--- src/sv/sfr_pkg.sv ---
// ----------------------------------------------------------------------------
// sfr_pkg
// Shared types and constants for the serial frame receiver.
// ----------------------------------------------------------------------------
package sfr_pkg;

  typedef logic [7:0] byte_t;

  localparam int FRAME_BYTES = 24;
  localparam int WIN_CELLS   = FRAME_BYTES - 1;
  localparam int CHECK_BYTES = 20;
  localparam int WORDS       = CHECK_BYTES / 4;
  localparam int FILL_W      = $clog2(FRAME_BYTES + 1);

  localparam logic [FILL_W-1:0] FILL_FULL = FILL_W'(FRAME_BYTES);
  localparam logic [FILL_W-1:0] FILL_LAST = FILL_W'(FRAME_BYTES - 1);

  localparam int CFG_IDX_W = 2;
  localparam logic [CFG_IDX_W-1:0] CFG_START   = 2'd0;
  localparam logic [CFG_IDX_W-1:0] CFG_END     = 2'd1;
  localparam logic [CFG_IDX_W-1:0] CFG_PRE_END = 2'd2;

  localparam byte_t START_RST   = 8'd83;
  localparam byte_t END_RST     = 8'd10;
  localparam byte_t PRE_END_RST = 8'd13;

  typedef struct packed {
    logic  shift;
    byte_t byte_in;
    byte_t par_in;
  } cell_in_t;

endpackage

--- src/sv/sfr_cell.sv ---
// ----------------------------------------------------------------------------
// sfr_cell
// One window byte: shifts towards the older end on each beat and folds its
// byte into the running parity passed along the chain.
// ----------------------------------------------------------------------------
module sfr_cell (
  input  logic              clk,
  input  sfr_pkg::cell_in_t cin,
  output sfr_pkg::byte_t    byte_q,
  output sfr_pkg::byte_t    par_out
);

  always_ff @(posedge clk) begin
    if (cin.shift) begin
      byte_q <= cin.byte_in;
    end
  end

  assign par_out = cin.par_in ^ byte_q;

endmodule

--- src/sv/serial_frame_receiver.sv ---
// ----------------------------------------------------------------------------
// serial_frame_receiver
// Finds 24-byte frames in a received byte stream and checks them.
//
// Input channel: one rx_byte per beat (in_valid / in_stall). The last 23
// bytes sit in a row of byte cells; with the incoming byte they form the
// 24-byte window. A frame is found when the window is full, its oldest byte
// equals start_byte and the incoming byte equals end_byte. The window is
// then emptied and 24 more bytes are needed before the next frame.
// Output channel: one beat per frame (out_valid / out_stall) carrying
// frame_good and frame bytes 0..19 as five little-endian words. A frame
// appears on the output the cycle after its last byte is accepted.
// Throughput: one byte per cycle while in_stall is low; the window shift and
// parity check are done in the accepting cycle.
// When a result is held by out_stall, in_stall is raised until it is taken.
// Config: cfg_index/cfg_data writes, always ready; index 3 is ignored.
// Reset: empties the window, drops any pending result and restores
// start 'S', end LF and pre-end CR.
// ----------------------------------------------------------------------------
module serial_frame_receiver (
  input  logic                               clk,
  input  logic                               rst,
  input  logic                               in_valid,
  output logic                               in_stall,
  input  logic [7:0]                         rx_byte,
  output logic                               out_valid,
  input  logic                               out_stall,
  output logic                               frame_good,
  output logic [31:0]                        payload_w0,
  output logic [31:0]                        payload_w1,
  output logic [31:0]                        payload_w2,
  output logic [31:0]                        payload_w3,
  output logic [31:0]                        payload_w4,
  input  logic                               cfg_valid,
  output logic                               cfg_ready,
  input  logic [sfr_pkg::CFG_IDX_W-1:0]      cfg_index,
  input  logic [7:0]                         cfg_data
);

  sfr_pkg::byte_t start_byte;
  sfr_pkg::byte_t end_byte;
  sfr_pkg::byte_t pre_end_byte;

  logic [sfr_pkg::FILL_W-1:0] fill;
  logic [sfr_pkg::FILL_W-1:0] fill_next;

  sfr_pkg::byte_t win [sfr_pkg::WIN_CELLS];
  sfr_pkg::byte_t par [sfr_pkg::WIN_CELLS];
  sfr_pkg::cell_in_t cin [sfr_pkg::WIN_CELLS];

  logic accept;
  logic full;
  logic found;
  logic good;
  logic [31:0] words [sfr_pkg::WORDS];

  assign cfg_ready = 1'b1;
  assign in_stall  = out_valid & out_stall;
  assign accept    = in_valid & ~in_stall;

  always_ff @(posedge clk) begin
    if (rst) begin
      start_byte   <= sfr_pkg::START_RST;
      end_byte     <= sfr_pkg::END_RST;
      pre_end_byte <= sfr_pkg::PRE_END_RST;
    end else if (cfg_valid && cfg_ready) begin
      case (cfg_index)
        sfr_pkg::CFG_START:   start_byte   <= cfg_data;
        sfr_pkg::CFG_END:     end_byte     <= cfg_data;
        sfr_pkg::CFG_PRE_END: pre_end_byte <= cfg_data;
        default: ;
      endcase
    end
  end

  // window cells: cell 0 oldest, last cell fed by the incoming byte
  for (genvar i = 0; i < sfr_pkg::WIN_CELLS; i++) begin : g_cell
    assign cin[i].shift = accept;
    if (i == sfr_pkg::WIN_CELLS - 1) begin : g_tail
      assign cin[i].byte_in = rx_byte;
    end else begin : g_body
      assign cin[i].byte_in = win[i+1];
    end
    if (i < 2) begin : g_head
      assign cin[i].par_in = '0;
    end else begin : g_link
      assign cin[i].par_in = par[i-2];
    end
    sfr_cell u_cell (
      .clk     (clk),
      .cin     (cin[i]),
      .byte_q  (win[i]),
      .par_out (par[i])
    );
  end

  // chains include bytes 20 and 21, so a clean checksum leaves zero
  assign full  = (fill == sfr_pkg::FILL_LAST) || (fill == sfr_pkg::FILL_FULL);
  assign found = accept && full && (win[0] == start_byte) && (rx_byte == end_byte);
  assign good  = (win[sfr_pkg::FRAME_BYTES-2] == pre_end_byte) &&
                 (par[sfr_pkg::CHECK_BYTES] == '0) &&
                 (par[sfr_pkg::CHECK_BYTES+1] == '0);

  for (genvar w = 0; w < sfr_pkg::WORDS; w++) begin : g_word
    assign words[w] = {win[4*w+3], win[4*w+2], win[4*w+1], win[4*w]};
  end

  always_comb begin
    fill_next = fill;
    if (found) begin
      fill_next = '0;
    end else if (accept && fill != sfr_pkg::FILL_FULL) begin
      fill_next = fill + 1'b1;
    end
  end

  always_ff @(posedge clk) begin
    if (rst) begin
      fill      <= '0;
      out_valid <= 1'b0;
    end else begin
      fill <= fill_next;
      if (found) begin
        out_valid <= 1'b1;
      end else if (!out_stall) begin
        out_valid <= 1'b0;
      end
    end
  end

  always_ff @(posedge clk) begin
    if (found) begin
      frame_good <= good;
      payload_w0 <= words[0];
      payload_w1 <= words[1];
      payload_w2 <= words[2];
      payload_w3 <= words[3];
      payload_w4 <= words[4];
    end
  end

endmodule

--- config.mk ---
export PLATFORM = sky130hd
export DESIGN_NAME = serial_frame_receiver
export DESIGN_NICKNAME = d
export VERILOG_FILES = /design/src/sv/sfr_pkg.sv /design/src/sv/sfr_cell.sv /design/src/sv/serial_frame_receiver.sv
export SDC_FILE = /design/constraint.sdc
export NUM_CORES = 1
export LEC_CHECK = 0
export BUFFER_PORTS_ARGS = -buffer_cell sky130_fd_sc_hd__buf_4
export CORE_ASPECT_RATIO = 1.4
export CORE_MARGIN = 4
export CORE_UTILIZATION = 50
export CTS_CLUSTER_SIZE = 28
export DETAILED_ROUTE_END_ITERATION = 10
export PLACE_DENSITY = 0.74
export SETUP_SLACK_MARGIN = 0.05
export SLEW_MARGIN = 10
export SYNTH_ARGS = -nofsm -noshare
export SYNTH_HDL_FRONTEND = slang
export SYNTH_SLANG_ARGS = --single-unit
--- constraint.sdc ---
create_clock -name clk -period 10.79 [get_ports clk]
set_input_delay 1.6185 -clock clk [delete_from_list [all_inputs] [get_ports clk]]
set_output_delay 1.6185 -clock clk [all_outputs]
set_load 0.02 [all_outputs]
# Yosys cells after proc, flatten, opt, wreduce, memory -nomap -nowiden
# Index checks and enable logic that the tools add are counted.
[totals]
register_bits = 375
latch_bits = 0
mem_bits_rw = 0
rom_bits = 0
input_bits = 23
output_inout_bits = 164
word_cells = 83
mem_count = 0
[op_classes]
n_addsub = 1
multipliers = 0
n_div = 0
order_cmp = 0
eq_ne = 9
shift = 0
muxes = 2
bitwise = 23
n_reduce_logical = 14
[op_table]
columns = ["op", "n"]
rows = [
  ["$xor 8x8->8", 20],
  ["$eq 8x8->1", 3],
  ["$logic_not 8->1", 2],
  ["$eq 5x5->1 const B", 2],
  ["$logic_and 1x1->1", 6],
  ["$reduce_and 2->1", 3],
  ["$add 5x1->5 const B", 1],
  ["$ne 5x5->1 const B", 1],
  ["$and 1x1->1", 2],
  ["$eq 2x1->1 const B", 1],
  ["$eq 2x2->1 const B", 1],
  ["$logic_not 2->1", 1],
  ["$mux 1", 2],
  ["$ne 2x1->1 const B", 1],
  ["$reduce_or 2->1", 1],
  ["$logic_or 1x1->1", 1],
  ["$not 1->1", 1],
]

# Logic depth before layout (Yosys ltp)
[logic_depth]
word_depth = 13
mapped_depth = 8

# Modules after synthesis
# From an unflattened synthesis, not the netlist that was laid out.
[unflattened]
cells_unflattened = 692
hier_area_um2 = 13548.0
[by_module_without_submodules]
columns = ["module", "instances", "cells_each", "area_each_um2", "seq_area_each_um2"]
rows = [
  ["sfr_cell", 23, 16, 310.3, 240.2],
  ["serial_frame_receiver", 1, 324, 6411.1, 5435.2],
]

# Least setup slack after synthesis
# OpenSTA, ideal clock, no wires.
[synth_timing]
kind = "input port to flip-flop"
start = "input out_stall"
end = "register frame_good (enable)"
arrival_ps = 10827
setup_slack_ps = -550
cell_stages = 6
path_buffers = 1
cell_sequence = "nand2_1 -> and2_1 -> clkbuf_1 -> nand3_1 -> or4_1 -> inv_1"
[synth_between]
elab_chain_len = 6
[synth_lines]
columns = ["element", "line_no", "source"]
rows = [
  ["start: declaration", "serial_frame_receiver.sv:27", "input logic out_stall,"],
  ["$and 1x1->1", "serial_frame_receiver.sv:58", "assign in_stall = out_valid & out_stall;"],
  ["$not 1->1", "serial_frame_receiver.sv:59", "assign accept = in_valid & ~in_stall;"],
  ["$and 1x1->1", "serial_frame_receiver.sv:59", ""],
  ["net accept", "serial_frame_receiver.sv:51", "logic accept;"],
  ["$logic_and 1x1->1 (3 in a row)", "serial_frame_receiver.sv:99", "assign found = accept && full && (win[0] == start_byte) && (rx_byte == end_byte);"],
  ["net found", "serial_frame_receiver.sv:53", "logic found;"],
  ["end signal: assignment", "serial_frame_receiver.sv:133", "frame_good <= good;"],
  ["end: declaration", "serial_frame_receiver.sv:28", "output logic frame_good,"],
]
# The timed path passes the listed nets, and every way through them passes these cells.
# A chain may end at the register's enable or synchronous reset.

# Worst setup path after layout
[layout_timing]
start = "input rx_byte[1]"
end = "register payload_w2[11] (enable)"
[layout_between]
elab_chain_len = 2
[layout_lines]
columns = ["element", "line_no", "source"]
rows = [
  ["start: declaration", "serial_frame_receiver.sv:25", "input logic [7:0] rx_byte,"],
  ["$eq 8x8->1", "serial_frame_receiver.sv:99", ""],
  ["$logic_and 1x1->1", "serial_frame_receiver.sv:99", ""],
  ["net found", "serial_frame_receiver.sv:53", ""],
  ["end signal: assignment", "serial_frame_receiver.sv:136", "payload_w2 <= words[2];"],
  ["end: declaration", "serial_frame_receiver.sv:31", "output logic [31:0] payload_w2,"],
]
# The timed path passes the listed nets, and every way through them passes these cells.

==> metrics.md <==
| Metric | Value |
|---|---|
| Status | complete, no violations |
| VDD IR max | 0.132 mV |
| Pre-antenna DRT Iters | 5 |
| Mean post-synth cell area | 20.0 um^2 |
| Peak Freq | 223 MHz |
| Critical Path AT | 4.59 ns |
| # clock sinks | 375 |
| Number of global-route vias before repair | 6382 |
| Final wirelength | 23900 um |
| Switching Fraction | 0.206 |
| P_int | 2.43 mW |
| PD cells | 190 nW/um^2 |
| Post_cts resized | 0 |
| Clk_lat worst skew | 0.50 ns |
| Main combinational cell family by area after synthesis | XOR/XNOR gates |
| Synth Area in Compound Gates | 0.00745 |
| GR Util All Layers | 0.162 |
| Layout Skew | 0.0161 ns |
| Core ar. | 26100 um^2 |
| Register Area | 11000 um^2 |
| Sequential power share | 0.548 |
| Area of the multi-input gates | 2240 um^2 |
| H-tree level count | 2 |
| Rows | 70 |
| Post-synth cell types | 30 |
| Simple-Gate Fraction of Synth Area | 0.0228 |
| HP Class | reg -> reg |
| Final setup viols | 0 |
| RSZ-0062 raised after global routing | false |
| Logic pwr share | 0.064 |
| Max clock buf depth | 3 |
| Worst setup EP type | register |
| Syn Inst Count | 664 |
| RD Place Congestion | 0.770 |
| XOR/XNOR Fraction of Synth Area | 0.126 |
| Post-Syn Area | 13300 um^2 |
| Routed len/inst | 19.4 um |
| Post-synthesis mux area share | 0.0106 |
| Grt ovf | 0 |
| PortBufs | 185 |
| # Post-CTS Setup Buffers | 0 |
| FF+latch count, synth | 375 |
| Clock power frac | 0.387 |
| Most frequent cells in the layout | edfxtp_1, buf_4, xnor2_1, xor2_1, clkbuf_16 |
| Kind of critical path | in -> reg |
| Root Buffer | clkbuf_16 |
| Placement Setup Slack | 5.65 ns |
| NetSw | 0.630 mW |
| Final WS setup | 6.31 ns |
| Initial antenna violation count | 0 |
| Slew of the pin with the lowest slew margin | 1.15 ns |
| CTS tree | yes |
| Setup TNS Final | 0 ns |
| Max-slew headroom at the worst pin | 0.235 |
| Post-Synth Adder-Cell Area | 0.00189 |
| # fillers | 1856 |
| Die span in x | 146 um |
| Drt initial violations | 343 |
| CP max FO | 100 |
| Die height | 201 um |
| DR vias | 6220 |
| CTS clk-pin slew, worst paths | 0.06 ns |
| CP startpoint kind | primary input |
| FF-to-FF path depth | 6 |
| ANT nets after route | 0 |
| Post-route clock period utilization | 0.415 |
| Register area share after synthesis | 0.826 |
| Final Hold Vio Count | 0 |
| Synthesis Warnings | 0 |
| Syn_nets | 689 |
| # diodes | 0 |
| Drt via density | 5.06 |
| Top-Level Pins | 187 |
| Layout area overhead | 21.9% |
| Share of post-route cells with drive strength above 1 | 0.264 |
| Initial Utilization | 0.508 |
| TritonCTS buffer count | 35 |
| Total of max-cap violations | 0 |
| P_leak | 5.75 nW |
| Residual DRC count | 0 |
| CTS Hold Bufs | 0 |
| Nets | 907 |
| Largest net degree at the start of global routing | 101 |
| Commonest non-fill, non-tap cell in the layout | edfxtp_1 |
| WHS Path Cells | 0 |
| Final HPWL DP | 16000 um |
| Slew Viols, Final | 0 |
| Die ar. | 29200 um^2 |
| Worst EP required | 10.91 ns |
| Final worst path period need | 4.48 ns |
| Global-route wire length before repair | 37000 um |
==> cell families after synthesis <==
kind of cell,count (synthesis)
flip-flops,375
AO/OA/AOI/OAI,13
multiplexers,14
XOR/XNOR,184
other,1
buffers and inverters,16
adder cells (fa/ha/maj),2
AND/OR/NAND/NOR,59
==> flip-flops by register name, summed over array words and instances (netlist names) <==
signal / count
end_byte: 8
payload_w1: 32
payload_w2: 32
frame_good: 1
start_byte: 8
payload_w0: 32
pre_end_byte: 8
payload_w3: 32
out_valid: 1
payload_w4: 32
fill: 5
g_cell.u_cell.byte_q: 184
==> worst paths after layout <==
| kind | slack [ns] | endpoint | start |
|---|---|---|---|
| hold / removal | 0.48 | g_cell[20].u_cell.byte_q[2] | g_cell[21].u_cell.byte_q[2] |
| setup / recovery | 6.31 | payload_w2[11] | rx_byte[1] |
| hold reg to reg | 0.48 | g_cell[20].u_cell.byte_q[2] | g_cell[21].u_cell.byte_q[2] |
| setup reg to reg | 7.06 | payload_w2[11] | g_cell[0].u_cell.byte_q[4] |
==> power by group through the flow <==
stage	clock (mW)	sequential, mW	combinational (mW)
floorplan	0	1.70	0.149
global placement	0	1.71	0.201
detailed placement	0	1.71	0.204
CTS	1.22	1.68	0.205
global route	1.28	1.69	0.215
finish	1.19	1.68	0.197
==> Yosys cell counts, drive strengths merged <==
cell type | count | area (um^2)
mux2i | 14 | 140
xnor3 | 4 | 91.3
and3 | 1 | 6.26
nand3b | 3 | 22.5
nand4 | 4 | 25.0
clkbuf | 5 | 18.8
nor2 | 27 | 101
a21oi | 3 | 15.0
dfxtp | 30 | 601
nor2b | 4 | 25.0
edfxtp | 345 | 10400
nand2b | 1 | 6.26
or4 | 1 | 7.51
nor4 | 7 | 50.1
nand4b | 1 | 8.76
a211o | 9 | 78.8
nor3b | 1 | 7.51
conb | 1 | 3.75
xor2 | 39 | 342
xnor2 | 141 | 1230
nand3 | 5 | 25.0
and2 | 1 | 6.26
o21ai | 1 | 5.00
buf | 3 | 15.0
nand2 | 3 | 11.3
inv | 8 | 30.0
ha | 2 | 25.0
==> per-stage QoR <==
stage          std cells  area (um^2)  total power, mW  hold slack (ns)  utilization
6_report            1230        16200             3.06            0.475        0.619
5_1_grt             1230        16200             3.18            0.491        0.619
4_1_cts             1230        16200             3.10            0.473        0.619
3_5_place_dp        1169        15100             1.92            0.459        0.577
3_3_place_gp        1169        15100             1.91            0.456        0.577
2_1_floorplan        664        13300             1.85            0.447            -
==> layer usage <==
layer,track usage,share of wire
met1,0.215,0.41
met2,0.272,0.51
met3,0.0346,0.060
met4,0.0492,0.021
met5,0,0
==> worst max-delay path, stage by stage <==
cell and delay (ns):
buf_4 0.11, xor2_1 0.13, nor4_1 0.42, nand3_1 0.17, or4_1 0.67, inv_6 0.63
buf_4 0.77
==> layout make-up <==
class	count	share of cell area
tap	324	0.0251
timing repair buffer	189	0.0878
clock buffer	51	0.0624
multi-input combinational	273	0.139
sequential	375	0.678
inverter	8	0.00217
clock inverter	10	0.00604
Power figures use the tool's default switching activity.
